--- src/design/hdi_pkg.sv ---
// Types, codes and constants of the HDMA indirect channel.
// No dependencies; used by every other file of the block but the macros header.
package hdi_pkg;

  localparam int unsigned QUEUE_DEPTH_DEF = 2;
  localparam int unsigned CFG_IDX_W       = 2;
  localparam int unsigned CFG_DATA_W      = 16;

  localparam logic [15:0] DST_BASE   = 16'h2100;
  localparam logic [6:0]  COUNT_MASK = 7'h7F;

  typedef enum logic [1:0] {
    FUNC_INIT = 2'd0,
    FUNC_LINE = 2'd1,
    FUNC_DATA = 2'd2,
    FUNC_RSVD = 2'd3
  } func_t;

  typedef enum logic [1:0] {
    OP_READ  = 2'd0,
    OP_COPY  = 2'd1,
    OP_IDLE  = 2'd2,
    OP_ERROR = 2'd3
  } op_t;

  typedef enum logic [1:0] {
    REG_TABLE_START   = 2'd0,
    REG_TABLE_BANK    = 2'd1,
    REG_INDIRECT_BANK = 2'd2,
    REG_B_REGISTER    = 2'd3
  } reg_idx_t;

  // Which table byte the channel waits for.
  typedef enum logic [7:0] {
    AW_NONE      = 8'b0000_0001,
    AW_INIT_CNT  = 8'b0000_0010,
    AW_INIT_LOW  = 8'b0000_0100,
    AW_INIT_HIGH = 8'b0000_1000,
    AW_LINE_CNT  = 8'b0001_0000,
    AW_TERM_HIGH = 8'b0010_0000,
    AW_LINE_LOW  = 8'b0100_0000,
    AW_LINE_HIGH = 8'b1000_0000
  } await_t;

  // One classified item: an optional copy pair followed by a final result.
  typedef struct packed {
    op_t         op;
    logic [23:0] src;
    logic        copy;
    logic [23:0] copy_src;
    logic [15:0] copy_dst;
  } job_t;

endpackage

--- src/design/hdi_in_if.sv ---
// Input channel of the HDMA indirect channel: events and returned table bytes.
// Depends on hdi_pkg.
interface hdi_in_if;
  import hdi_pkg::*;

  logic       valid;
  logic       ready;
  logic [1:0] func;
  logic [7:0] data;
  logic       enabled;

  modport source (output valid, output func, output data, output enabled, input ready);
  modport sink   (input valid, input func, input data, input enabled, output ready);
endinterface

--- src/design/hdi_out_if.sv ---
// Result channel of the HDMA indirect channel: read, copy and status results.
// Depends on hdi_pkg.
interface hdi_out_if;
  import hdi_pkg::*;

  logic        valid;
  logic        ready;
  logic [1:0]  op;
  logic [23:0] src_address;
  logic [15:0] dst_address;
  logic        last;

  modport source (output valid, output op, output src_address, output dst_address,
                  output last, input ready);
  modport sink   (input valid, input op, input src_address, input dst_address,
                  input last, output ready);
endinterface

--- src/design/hdi_front.sv ---
// Front part: configuration registers, channel state and item classification.
// Depends on hdi_pkg and hdi_in_if; pushes one job per answering item.
module hdi_front (
  input  logic                             clk,
  input  logic                             rst_n,
  hdi_in_if.sink                           in_chan,
  input  logic                             cfg_we,
  input  logic [hdi_pkg::CFG_IDX_W-1:0]    cfg_index,
  input  logic [hdi_pkg::CFG_DATA_W-1:0]   cfg_wdata,
  input  logic                             q_full,
  output logic                             q_push,
  output hdi_pkg::job_t                    q_job
);
  import hdi_pkg::*;

  logic [15:0] start_r;
  logic [7:0]  tbank_r, ibank_r, breg_r;

  logic [15:0] tp_r, tp_nxt;
  logic [7:0]  lc_r, lc_nxt;
  logic [15:0] ip_r, ip_nxt;
  logic        xfer_r, xfer_nxt;
  logic        fin_r, fin_nxt;
  logic        init_r, init_nxt;
  await_t      await_r, await_nxt;
  logic [7:0]  low_r, low_nxt;

  logic        accept;
  logic        push;
  job_t        job;
  logic [15:0] tp_inc;

  assign in_chan.ready = !q_full;
  assign accept        = in_chan.valid && !q_full;
  assign tp_inc        = tp_r + 16'd1;

  always_ff @(posedge clk) begin
    if (!rst_n) begin
      start_r <= '0;
      tbank_r <= '0;
      ibank_r <= '0;
      breg_r  <= '0;
    end else if (cfg_we) begin
      case (reg_idx_t'(cfg_index))
        REG_TABLE_START:   start_r <= cfg_wdata;
        REG_TABLE_BANK:    tbank_r <= cfg_wdata[7:0];
        REG_INDIRECT_BANK: ibank_r <= cfg_wdata[7:0];
        REG_B_REGISTER:    breg_r  <= cfg_wdata[7:0];
        default: ;
      endcase
    end
  end

  always_comb begin
    tp_nxt    = tp_r;
    lc_nxt    = lc_r;
    ip_nxt    = ip_r;
    xfer_nxt  = xfer_r;
    fin_nxt   = fin_r;
    init_nxt  = init_r;
    await_nxt = await_r;
    low_nxt   = low_r;
    push      = 1'b0;
    job.op       = OP_IDLE;
    job.src      = '0;
    job.copy     = 1'b0;
    job.copy_src = {ibank_r, ip_r};
    job.copy_dst = DST_BASE + {8'h00, breg_r};

    case (func_t'(in_chan.func))
      FUNC_INIT: begin
        push      = 1'b1;
        fin_nxt   = 1'b0;
        xfer_nxt  = 1'b0;
        init_nxt  = 1'b0;
        await_nxt = AW_NONE;
        if (in_chan.enabled) begin
          tp_nxt    = start_r;
          xfer_nxt  = 1'b1;
          job.op    = OP_READ;
          job.src   = {tbank_r, start_r};
          await_nxt = AW_INIT_CNT;
        end
      end
      FUNC_LINE: begin
        push = 1'b1;
        if (!in_chan.enabled || (init_r && fin_r && await_r == AW_NONE)) begin
          job.op = OP_IDLE;
        end else if (!init_r || await_r != AW_NONE) begin
          job.op = OP_ERROR;
        end else begin
          // The copy pair reads the pointer before it advances by two.
          job.copy = xfer_r;
          if (xfer_r) begin
            ip_nxt = ip_r + 16'd2;
          end
          lc_nxt    = lc_r - 8'd1;
          xfer_nxt  = lc_nxt[7];
          job.op    = OP_READ;
          job.src   = {tbank_r, tp_r};
          await_nxt = AW_LINE_CNT;
        end
      end
      FUNC_DATA: begin
        case (await_r)
          AW_INIT_CNT: begin
            push      = 1'b1;
            lc_nxt    = in_chan.data;
            tp_nxt    = tp_inc;
            if (in_chan.data == 8'd0) begin
              fin_nxt = 1'b1;
            end
            job.op    = OP_READ;
            job.src   = {tbank_r, tp_inc};
            await_nxt = AW_INIT_LOW;
          end
          AW_INIT_LOW: begin
            push   = 1'b1;
            tp_nxt = tp_inc;
            if (fin_r) begin
              // Terminated table: the lone byte is the high pointer byte.
              ip_nxt    = {in_chan.data, 8'h00};
              init_nxt  = 1'b1;
              await_nxt = AW_NONE;
              job.op    = OP_IDLE;
            end else begin
              low_nxt   = in_chan.data;
              job.op    = OP_READ;
              job.src   = {tbank_r, tp_inc};
              await_nxt = AW_INIT_HIGH;
            end
          end
          AW_INIT_HIGH, AW_LINE_HIGH: begin
            push   = 1'b1;
            tp_nxt = tp_inc;
            ip_nxt = {in_chan.data, low_r};
            if (await_r == AW_INIT_HIGH) begin
              init_nxt = 1'b1;
            end else begin
              xfer_nxt = 1'b1;
            end
            await_nxt = AW_NONE;
            job.op    = OP_IDLE;
          end
          AW_LINE_CNT: begin
            push = 1'b1;
            if ((lc_r[6:0] & COUNT_MASK) == 7'd0) begin
              lc_nxt    = in_chan.data;
              tp_nxt    = tp_inc;
              job.op    = OP_READ;
              job.src   = {tbank_r, tp_inc};
              await_nxt = (in_chan.data == 8'd0) ? AW_TERM_HIGH : AW_LINE_LOW;
            end else begin
              await_nxt = AW_NONE;
              job.op    = OP_IDLE;
            end
          end
          AW_TERM_HIGH: begin
            push      = 1'b1;
            tp_nxt    = tp_inc;
            ip_nxt    = {in_chan.data, 8'h00};
            fin_nxt   = 1'b1;
            xfer_nxt  = 1'b1;
            await_nxt = AW_NONE;
            job.op    = OP_IDLE;
          end
          AW_LINE_LOW: begin
            push      = 1'b1;
            low_nxt   = in_chan.data;
            tp_nxt    = tp_inc;
            job.op    = OP_READ;
            job.src   = {tbank_r, tp_inc};
            await_nxt = AW_LINE_HIGH;
          end
          // Nothing awaited: drop the byte.
          default: push = 1'b0;
        endcase
      end
      default: begin
        push   = 1'b1;
        job.op = OP_ERROR;
      end
    endcase
  end

  always_ff @(posedge clk) begin
    if (!rst_n) begin
      tp_r    <= '0;
      lc_r    <= '0;
      ip_r    <= '0;
      xfer_r  <= 1'b0;
      fin_r   <= 1'b0;
      init_r  <= 1'b0;
      await_r <= AW_NONE;
      low_r   <= '0;
    end else if (accept) begin
      tp_r    <= tp_nxt;
      lc_r    <= lc_nxt;
      ip_r    <= ip_nxt;
      xfer_r  <= xfer_nxt;
      fin_r   <= fin_nxt;
      init_r  <= init_nxt;
      await_r <= await_nxt;
      low_r   <= low_nxt;
    end
  end

  assign q_push = accept && push;
  assign q_job  = job;

endmodule

--- src/design/hdi_queue.sv ---
// Job queue between the front and back parts of the HDMA indirect channel.
// Depends on hdi_pkg for the job type.
module hdi_queue #(
  parameter int unsigned DEPTH = hdi_pkg::QUEUE_DEPTH_DEF
) (
  input  logic          clk,
  input  logic          rst_n,
  input  logic          push,
  input  hdi_pkg::job_t push_job,
  output logic          full,
  output logic          valid,
  output hdi_pkg::job_t head_job,
  input  logic          pop
);
  import hdi_pkg::*;

  localparam int unsigned PW = (DEPTH > 1) ? $clog2(DEPTH) : 1;
  localparam int unsigned CW = $clog2(DEPTH + 1);

  job_t          mem [DEPTH];
  logic [PW-1:0] wr_ptr_r, wr_ptr_nxt;
  logic [PW-1:0] rd_ptr_r, rd_ptr_nxt;
  logic [CW-1:0] cnt_r, cnt_nxt;
  logic          do_push, do_pop;

  assign full     = (cnt_r == CW'(DEPTH));
  assign valid    = (cnt_r != '0);
  assign head_job = mem[rd_ptr_r];
  assign do_push  = push && !full;
  assign do_pop   = pop && valid;

  always_comb begin
    wr_ptr_nxt = wr_ptr_r;
    rd_ptr_nxt = rd_ptr_r;
    cnt_nxt    = cnt_r;
    if (do_push) begin
      wr_ptr_nxt = (wr_ptr_r == PW'(DEPTH - 1)) ? '0 : wr_ptr_r + PW'(1);
    end
    if (do_pop) begin
      rd_ptr_nxt = (rd_ptr_r == PW'(DEPTH - 1)) ? '0 : rd_ptr_r + PW'(1);
    end
    if (do_push && !do_pop) begin
      cnt_nxt = cnt_r + CW'(1);
    end else if (do_pop && !do_push) begin
      cnt_nxt = cnt_r - CW'(1);
    end
  end

  always_ff @(posedge clk) begin
    if (!rst_n) begin
      wr_ptr_r <= '0;
      rd_ptr_r <= '0;
      cnt_r    <= '0;
    end else begin
      wr_ptr_r <= wr_ptr_nxt;
      rd_ptr_r <= rd_ptr_nxt;
      cnt_r    <= cnt_nxt;
    end
  end

  always_ff @(posedge clk) begin
    if (do_push) begin
      mem[wr_ptr_r] <= push_job;
    end
  end

endmodule

--- src/design/hdi_back.sv ---
// Back part: expands queued jobs into result transactions through an output register.
// Depends on hdi_pkg and hdi_out_if.
module hdi_back (
  input  logic          clk,
  input  logic          rst_n,
  input  logic          q_valid,
  input  hdi_pkg::job_t q_job,
  output logic          q_pop,
  hdi_out_if.source     out_chan
);
  import hdi_pkg::*;

  logic        valid_r, valid_nxt;
  logic [1:0]  beat_r, beat_nxt;
  logic [1:0]  op_r, op_nxt;
  logic [23:0] src_r, src_nxt;
  logic [15:0] dst_r, dst_nxt;
  logic        last_r, last_nxt;
  logic        advance;

  assign advance = !valid_r || out_chan.ready;

  always_comb begin
    valid_nxt = valid_r;
    beat_nxt  = beat_r;
    op_nxt    = op_r;
    src_nxt   = src_r;
    dst_nxt   = dst_r;
    last_nxt  = last_r;
    q_pop     = 1'b0;
    if (advance) begin
      valid_nxt = q_valid;
      if (q_valid) begin
        if (q_job.copy && beat_r == 2'd0) begin
          op_nxt   = OP_COPY;
          src_nxt  = q_job.copy_src;
          dst_nxt  = q_job.copy_dst;
          last_nxt = 1'b0;
          beat_nxt = 2'd1;
        end else if (q_job.copy && beat_r == 2'd1) begin
          // Second byte comes from the next address within the bank.
          op_nxt   = OP_COPY;
          src_nxt  = {q_job.copy_src[23:16], q_job.copy_src[15:0] + 16'd1};
          dst_nxt  = q_job.copy_dst;
          last_nxt = 1'b0;
          beat_nxt = 2'd2;
        end else begin
          op_nxt   = q_job.op;
          src_nxt  = q_job.src;
          dst_nxt  = '0;
          last_nxt = 1'b1;
          beat_nxt = 2'd0;
          q_pop    = 1'b1;
        end
      end
    end
  end

  always_ff @(posedge clk) begin
    if (!rst_n) begin
      valid_r <= 1'b0;
      beat_r  <= 2'd0;
    end else begin
      valid_r <= valid_nxt;
      beat_r  <= beat_nxt;
    end
  end

  always_ff @(posedge clk) begin
    op_r   <= op_nxt;
    src_r  <= src_nxt;
    dst_r  <= dst_nxt;
    last_r <= last_nxt;
  end

  assign out_chan.valid       = valid_r;
  assign out_chan.op          = op_r;
  assign out_chan.src_address = src_r;
  assign out_chan.dst_address = dst_r;
  assign out_chan.last        = last_r;

endmodule

--- src/design/hdma_indirect_channel.sv ---
// HDMA indirect channel (mode 2), top level: front, job queue and back part.
// Depends on hdi_pkg, hdi_in_if, hdi_out_if, hdi_front, hdi_queue and hdi_back.
//
// The channel takes one input transaction per cycle while its job queue has
// room (QUEUE_DEPTH jobs); the front updates table pointer, line counter,
// indirect pointer and flags in the cycle of acceptance. The back part sends
// one result per cycle from its output register while the receiver is ready;
// each item's results reach that register through the job queue: a scanline
// that copies yields three results, every other answering item one, and a
// table byte arriving with no read outstanding yields none. The output port
// sets the sustained rate: one item per cycle when each causes at most one
// result and the receiver is ready; a copying scanline holds the queue head
// through its three results. Configuration writes take effect at the next edge.
module hdma_indirect_channel #(
  parameter int unsigned QUEUE_DEPTH = hdi_pkg::QUEUE_DEPTH_DEF
) (
  input  logic                             clk,
  input  logic                             rst_n,
  hdi_in_if.sink                           in_chan,
  hdi_out_if.source                        out_chan,
  input  logic                             cfg_we,
  input  logic [hdi_pkg::CFG_IDX_W-1:0]    cfg_index,
  input  logic [hdi_pkg::CFG_DATA_W-1:0]   cfg_wdata
);
  import hdi_pkg::*;

  logic q_full, q_push, q_valid, q_pop;
  job_t push_job, head_job;

  hdi_front u_front (
    .clk       (clk),
    .rst_n     (rst_n),
    .in_chan   (in_chan),
    .cfg_we    (cfg_we),
    .cfg_index (cfg_index),
    .cfg_wdata (cfg_wdata),
    .q_full    (q_full),
    .q_push    (q_push),
    .q_job     (push_job)
  );

  hdi_queue #(
    .DEPTH (QUEUE_DEPTH)
  ) u_queue (
    .clk      (clk),
    .rst_n    (rst_n),
    .push     (q_push),
    .push_job (push_job),
    .full     (q_full),
    .valid    (q_valid),
    .head_job (head_job),
    .pop      (q_pop)
  );

  hdi_back u_back (
    .clk      (clk),
    .rst_n    (rst_n),
    .q_valid  (q_valid),
    .q_job    (head_job),
    .q_pop    (q_pop),
    .out_chan (out_chan)
  );

endmodule

--- src/flat_wrapper.sv ---
// flat-port wrapper written by rule: the top's interface ports become plain ports
module hdma_indirect_channel_flat import hdi_pkg::*;
#(
  parameter int unsigned QUEUE_DEPTH = hdi_pkg::QUEUE_DEPTH_DEF
)
  (clk, rst_n, cfg_we, cfg_index, cfg_wdata, in_chan_valid, in_chan_func, in_chan_data, in_chan_enabled, in_chan_ready, out_chan_valid, out_chan_op, out_chan_src_address, out_chan_dst_address, out_chan_last, out_chan_ready);
  hdi_in_if in_chan_i ();
  hdi_out_if out_chan_i ();
  input  logic clk;
  input  logic rst_n;
  input  logic cfg_we;
  input  logic [hdi_pkg::CFG_IDX_W-1:0] cfg_index;
  input  logic [hdi_pkg::CFG_DATA_W-1:0] cfg_wdata;
  input wire logic [$bits(in_chan_i.valid)-1:0] in_chan_valid;
  input wire logic [$bits(in_chan_i.func)-1:0] in_chan_func;
  input wire logic [$bits(in_chan_i.data)-1:0] in_chan_data;
  input wire logic [$bits(in_chan_i.enabled)-1:0] in_chan_enabled;
  output wire logic [$bits(in_chan_i.ready)-1:0] in_chan_ready;
  output wire logic [$bits(out_chan_i.valid)-1:0] out_chan_valid;
  output wire logic [$bits(out_chan_i.op)-1:0] out_chan_op;
  output wire logic [$bits(out_chan_i.src_address)-1:0] out_chan_src_address;
  output wire logic [$bits(out_chan_i.dst_address)-1:0] out_chan_dst_address;
  output wire logic [$bits(out_chan_i.last)-1:0] out_chan_last;
  input wire logic [$bits(out_chan_i.ready)-1:0] out_chan_ready;
  assign in_chan_i.valid = in_chan_valid;
  assign in_chan_i.func = in_chan_func;
  assign in_chan_i.data = in_chan_data;
  assign in_chan_i.enabled = in_chan_enabled;
  assign in_chan_ready = in_chan_i.ready;
  assign out_chan_valid = out_chan_i.valid;
  assign out_chan_op = out_chan_i.op;
  assign out_chan_src_address = out_chan_i.src_address;
  assign out_chan_dst_address = out_chan_i.dst_address;
  assign out_chan_last = out_chan_i.last;
  assign out_chan_i.ready = out_chan_ready;
  hdma_indirect_channel #(.QUEUE_DEPTH(QUEUE_DEPTH)) u_core (.clk(clk), .rst_n(rst_n), .in_chan(in_chan_i), .out_chan(out_chan_i), .cfg_we(cfg_we), .cfg_index(cfg_index), .cfg_wdata(cfg_wdata));
endmodule
--- config.mk ---
export PLATFORM = sky130hd
export DESIGN_NAME = hdma_indirect_channel_flat
export DESIGN_NICKNAME = d
export VERILOG_FILES = /design/src/design/hdi_pkg.sv /design/src/design/hdi_in_if.sv /design/src/design/hdi_out_if.sv /design/src/design/hdi_front.sv /design/src/design/hdi_queue.sv /design/src/design/hdi_back.sv /design/src/design/hdma_indirect_channel.sv /design/src/flat_wrapper.sv
export SDC_FILE = /design/constraint.sdc
export NUM_CORES = 1
export LEC_CHECK = 0
export ABC_AREA = 1
export ABC_CLOCK_PERIOD_IN_PS = 4950
export CAP_MARGIN = 20
export CORE_ASPECT_RATIO = 1.1
export CORE_UTILIZATION = 50
export CTS_CLUSTER_SIZE = 16
export DETAILED_ROUTE_END_ITERATION = 12
export DONT_BUFFER_PORTS = 1
export GPL_ROUTABILITY_DRIVEN = 0
export PLACE_DENSITY = 0.63
export REMOVE_ABC_BUFFERS = 1
export SYNTH_ARGS = -nofsm -noshare
export SYNTH_HDL_FRONTEND = slang
export SYNTH_SLANG_ARGS = --single-unit
--- constraint.sdc ---
create_clock -name clk -period 4.95 [get_ports clk]
set_clock_uncertainty 0.05 [all_clocks]
set_input_delay 0.2475 -clock clk [delete_from_list [all_inputs] [get_ports clk]]
set_output_delay 0.2475 -clock clk [all_outputs]
set_load 0.02 [all_outputs]
[Yosys cells after proc, flatten, opt, wreduce, memory -nomap -nowiden]
Memory sizes are Yosys's and may differ from the RTL's. A register that Yosys moved wholly into a read port is not among the register bits.
Index checks and enable logic that the tools add are counted.
Word-level totals
  register bits after elaboration: 149
  bits in writable memories: 132
  bits of input ports: 34
  memories kept: 1
Operators by class
  add/subtract/negate cells: 9
  equality and inequality tests: 33
  muxes and demuxes: 72
  reduce and logical (&&, ||, !) cells: 49
Memories
  u_core.u_queue.mem: depth 2, bits a word 66, read ports 1, clocked after memory_dff 1, wr ports 1, RTL line hdi_queue.sv:20  | job_t mem [DEPTH];
Operators with widths (number)
  24-bit case mux with 3 select lines: 2
  16-bit 2-to-1 mux: 8
  24-bit 2-to-1 mux: 4
  16-bit case mux with 2 select lines: 3
  25-bit 2-to-1 mux: 2
  8-bit 2-to-1 mux: 6
  16-bit case mux with 3 select lines: 1
  8-bit case mux with 2 select lines: 3
  8-bit case mux with 5 select lines: 1
  16-bit by 1-bit adder with 16-bit output, second input constant: 2
  26-bit 2-to-1 mux: 1
  8-bit case mux with 3 select lines: 1
  1-bit 2-to-1 mux: 20
  2-bit 2-to-1 mux: 9
  16-bit by 2-bit adder with 16-bit output, second input constant: 1
  14-bit by 8-bit adder with 15-bit output, first input constant: 1
  3-bit != test, second input constant: 5
  5-bit AND reduction: 3
  7-bit 2-to-1 mux: 2
  3-bit by 1-bit != test with 1-bit output, second input constant: 4
  2-bit case mux with 3 select lines: 2
  6-bit AND reduction: 2
  1-bit logical AND: 10
  2-bit != test, second input constant: 5
  35 further kinds: 65

[Logic depth before layout (Yosys ltp)]
  depth after elaboration: 10
  mapped depth: 15

[Cells and area by module]
Synthesis repeated with hierarchy kept, for this count alone.
Unflattened totals
  cells, all modules: 1562
  area total of the unflattened synthesis: 13869.6 sq um
Modules (own cells, without submodules)
  hdi_front: instances 1, cells an instance 1030, area an instance 6257.3 sq um, sequential area each 1981.9 sq um
  hdi_queue: instances 1, cells an instance 245, area an instance 5188.7 sq um, sequential area each 4124.0 sq um
  hdi_back: instances 1, cells an instance 287, area an instance 2423.6 sq um, sequential area each 1351.3 sq um

[Worst setup path after synthesis]
OpenSTA, ideal clock, no wires.
  kind: register to register
  from: register u_core.u_front.await_r[0]
  to: memory u_core.u_queue.mem[0][0] (netlist bit), enable pin
  arrival time: 3.591 ns
  required time: 4.424 ns
  slack: 0.833 ns
  stages on the path, launching flop included: 10
  path buffers: 0
  clock period less this slack: 4.117 ns
  cells stage by stage: dfxtp_1 nor2_4 nand2_4 nor2_4 inv_2 nand2_1 nor2_1 nand2_4 nand2_1 nor2_1
Between the ends
  longest elaborated chain between the ends: 8
RTL lines
  start: declaration: RTL line hdi_front.sv:25  | await_t await_r, await_nxt;
  start signal: assignment: RTL line hdi_front.sv:203  | await_r <= await_nxt;
  8-bit by 4-bit equality test with 1-bit output, or another cell as far along: RTL line hdi_front.sv:105  | case (await_r)
  7-bit OR reduction (no line) *
  1-bit 2-to-1 mux *: RTL line hdi_front.sv:105
  1-bit 2-to-1 mux *: RTL line hdi_front.sv:70  | case (func_t'(in_chan.func))
  1-bit logical AND *: RTL line hdi_front.sv:208  | assign q_push = accept && push;
  1-bit logical AND *: RTL line hdi_queue.sv:29  | assign do_push = push && !full;
  1-bit 2-to-1 mux *: RTL line hdi_queue.sv:62  | if (do_push) begin
  1-bit 2-to-1 mux (not written as such) *: RTL line hdi_queue.sv:63  | mem[wr_ptr_r] <= push_job;
  end: declaration: RTL line hdi_queue.sv:20
Mark *: on every way between the ends. The rest lies on a longest branch, timed or not.

[Worst setup path after layout]
  from: register u_core.u_front.await_r[0]
  to: memory u_core.u_queue.mem[0][57] (netlist bit), enable pin
Same word-level chain as after synthesis.

==> results.toml <==
[status]
status = "finished clean"

[power_and_ir_drop]
p_switching_uw = 2340
power.share.clock = 0.321
intPower_uw = 4610
ir_drop_uv = 256
power_uw = 6950
sequentialPowerShare = 0.453
switching_share = 0.337
comb_power_share = 0.226
power_leakage_uw = 0.00547
pwr_density_cell_nw_per_um2 = 496

[layout]
fillers = 2176
final_common_cell = "nand2_1"
antenna_cells = 0
areaGrowthSynthToFinish_pct = 11.8
drive_above_1_share = 0.0866
layout_common_cells = "nand2_1, nor2_1, edfxtp_1, inv_1, o21ai_0"
nets = 1524
final_area_um2 = 14000
fin_cells = 1811

[placed_design]
placed_area_um2 = 12700
dp_hpwl_um = 19700
port_buffers = 0
place_inst = 1729

[floorplanning]
core_um2 = 24500
die_x_um = 153
start_util = 0.510
die_h_um = 168
die_area_um2 = 25700
num_rows = 60
pin_count = 79

[timing]
finalMaxSlewViolations = 0
rsz0062_at_grt = "no"
setup_viol = 0
max_freq_ghz = 0.364
fin_crit_ns = 2.75
period_share = 0.555
fin_hold_ws_ns = 0.0414
worstMarginPinSlew_ns = 0.961
fin_setup_tns_ns = 0
hold_violations = 0
max_slew_margin = 0.355

[global_routing]
grt_overflow = 0
first_global_vias = 9191
grt_first_pass_wirelength_um = 48600
grt_usage = 0.237
antenna_found_initial = 1
grt_max_degree = 81

[critical_path]
r2r_start = "u_core.u_front.await_r[0]$_SDFFE_PN1P_"
reg2reg_depth = 10
crit_slowest_cell = "buf_4"
worstSetupEndpointType = "flop"
cpPeakStageDelay_ns = 0.63
cp_max_fo = 59
crit_top_cell = "nor2_4"
crit_arrival_ns = 2.87
r2r-end = "u_core.u_queue.mem[0][57]$_DFFE_PP_"
rrSetupSlack_ns = 2.20
critical_path_class = "flop to flop"
critPathLaunchType = "flop"
path_cells = "nor2_4 -> nand2_4 -> nor2_4 -> inv_2 -> nand2_1 -> nor2_1 -> nand2_4 -> nand2_1 -> nor2_4 -> buf_4"
cp.required_ns = 5.07

[routing]
ant_nets = 0
drc = 0
drt_iter0_drc = 772
dr.pass1.iters = 5
via_count = 9921
avgRoutedWirePerCell_um = 16.5
drt-total-wl_um = 29800
viasPerCell = 5.48

[clock_network]
insertion_delay_ns = 0.55
clk_pin_slew_ns = 0.06
cts_buffers = 27
cts_sinks = 261
cts_resized = 0
htreeDepth = 1
hold_buffers = 32
cts_tree = "done"
clockBufferDepth = 3
clockRootBuffer = "clkbuf_16"
post_cts_buffers = 0

[min_path]
min_path_type = "primary input to flop"
worstHoldStart = "rst_n"
whs_endpoint = "u_core.u_front.lc_r[1]$_SDFFE_PN0P_"
holdPathStages = 3

[synthesis]
ys_seq_area_frac = 0.540
ys_warn_count = 0
synthCells = 1470
synth.distinct_cells = 52
synth_seq_cells = 261
post_synth.cell_area_avg_um2 = 8.53
synth_edf_count = 154
async_flop_share = 0
synth_ff_type = "edfxtp_1"
netlist_area_um2 = 12500

[flow_run]
cap_violations = 0
==> power by group through the flow <==
stage,logic [uW],clock network (uW),registers (uW)
after floorplan,1020,0,3230
after global placement,1520,0,3190
after detailed placement,1530,0,3200
after CTS,1580,2260,3150
after global routing,1780,2360,3190
final,1570,2230,3150
==> Yosys cell counts (all sizes together), types with 2 or more instances <==
cell | instances | area, um2
clkbuf | 30 | 113
ha | 10 | 125
and3 | 4 | 25.0
mux2i | 9 | 90.1
nand3 | 85 | 468
o311ai | 2 | 17.5
edfxtp | 154 | 4620
nand4 | 26 | 175
a22oi | 8 | 60.1
a21oi | 74 | 382
buf | 34 | 235
or2 | 12 | 75.1
nor2 | 261 | 1070
xor2 | 8 | 70.1
a31oi | 12 | 75.1
nand2 | 343 | 1360
inv | 126 | 478
dfxtp | 107 | 2140
nor3 | 13 | 65.1
nand3b | 3 | 22.5
a211oi | 8 | 100
o21bai | 2 | 15.0
clkinv | 2 | 7.51
o211ai | 11 | 82.6
o21ai | 117 | 586
==> critical path: cells and delay by family, from the launching register on <==
| kind | cells | cell delay (ns) |
|---|---|---|
| buffers and inverters | 2 | 0.68 |
| flip-flops | 1 | 0.37 |
| AND/OR/NAND/NOR | 8 | 1.22 |
==> kinds of logic after synthesis <==
family / after synthesis / share of synthesized area
compound gates: 240 / 0.109
flops: 261 / 0.540
buf+inv: 192 / 0.0665
mux: 9 / 0.00719
other cells: 1 / 0.000299
fa+ha+maj: 10 / 0.00998
simple gates: 748 / 0.261
xor+xnor: 9 / 0.00629
==> layout make-up <==
type,count,area [um2],share of cell area
well taps,310,388,0.0277
clock buffers,32,726,0.0518
multi-input cells,1022,4980,0.355
inverters,128,485,0.0346
repair buffers,40,398,0.0284
flip-flops and latches,261,6770,0.483
clock inverters,18,267,0.0190
==> flip-flops by register name, indices dropped and copies added, names as in the netlist, 2 cells and up, named ones only <==
name                                flops
u_core.u_back.beat_r                    2
u_core.u_front.start_r                 16
u_core.u_queue.cnt_r                    2
u_core.u_front.ip_r                    16
u_core.u_back.out_chan.dst_address      9
u_core.u_front.lc_r                     8
u_core.u_back.out_chan.src_address     24
u_core.u_front.breg_r                   8
u_core.u_front.tp_r                    16
u_core.u_front.await_r                  8
u_core.u_front.ibank_r                  8
u_core.u_front.tbank_r                  8
u_core.u_back.out_chan.op               2
u_core.u_queue.mem                    118
u_core.u_front.low_r                    8
==> metrics by stage <==
| step | setup WS, ns | utilization |
|---|---|---|
| after global routing | 1.97 | 0.571 |
| after detailed placement | 2.23 | 0.517 |
| after floorplan | 0.418 | - |
| after global placement | 2.28 | 0.517 |
| final | 2.20 | 0.571 |
| after CTS | 2.22 | 0.571 |
==> worst max-delay path by stage <==
stage                                                 startpoint                              endpoint  slack, ns  cells past startpoint
after CTS                 u_core.u_front.await_r[0]$_SDFFE_PN1P_   u_core.u_queue.mem[0][57]$_DFFE_PP_       2.22                     10
after global placement    u_core.u_front.await_r[0]$_SDFFE_PN1P_   u_core.u_queue.mem[0][32]$_DFFE_PP_       2.28                     10
after detailed placement  u_core.u_front.await_r[0]$_SDFFE_PN1P_   u_core.u_queue.mem[0][32]$_DFFE_PP_       2.23                     10
after floorplan                                  in_chan_func[0]    u_core.u_queue.mem[0][0]$_DFFE_PP_       0.42                      7
after global routing                                        flop  u_core.u_queue.cnt_r[1]$_SDFFE_PN0P_       1.97                     13
final                     u_core.u_front.await_r[0]$_SDFFE_PN1P_   u_core.u_queue.mem[0][57]$_DFFE_PP_       2.20                     10
==> per-layer routing <==
| layer | up-vias | part of all wire | GRT usage |
|---|---|---|---|
| met5 | - | 0 | 0 |
| met4 | 0 | 0.021 | 0.0716 |
| met3 | 50 | 0.055 | 0.0270 |
| met2 | 313 | 0.45 | 0.381 |
| met1 | 4646 | 0.47 | 0.338 |
| li1 | 4912 | - | - |
No activity file was read; power rests on OpenSTA's default activity.
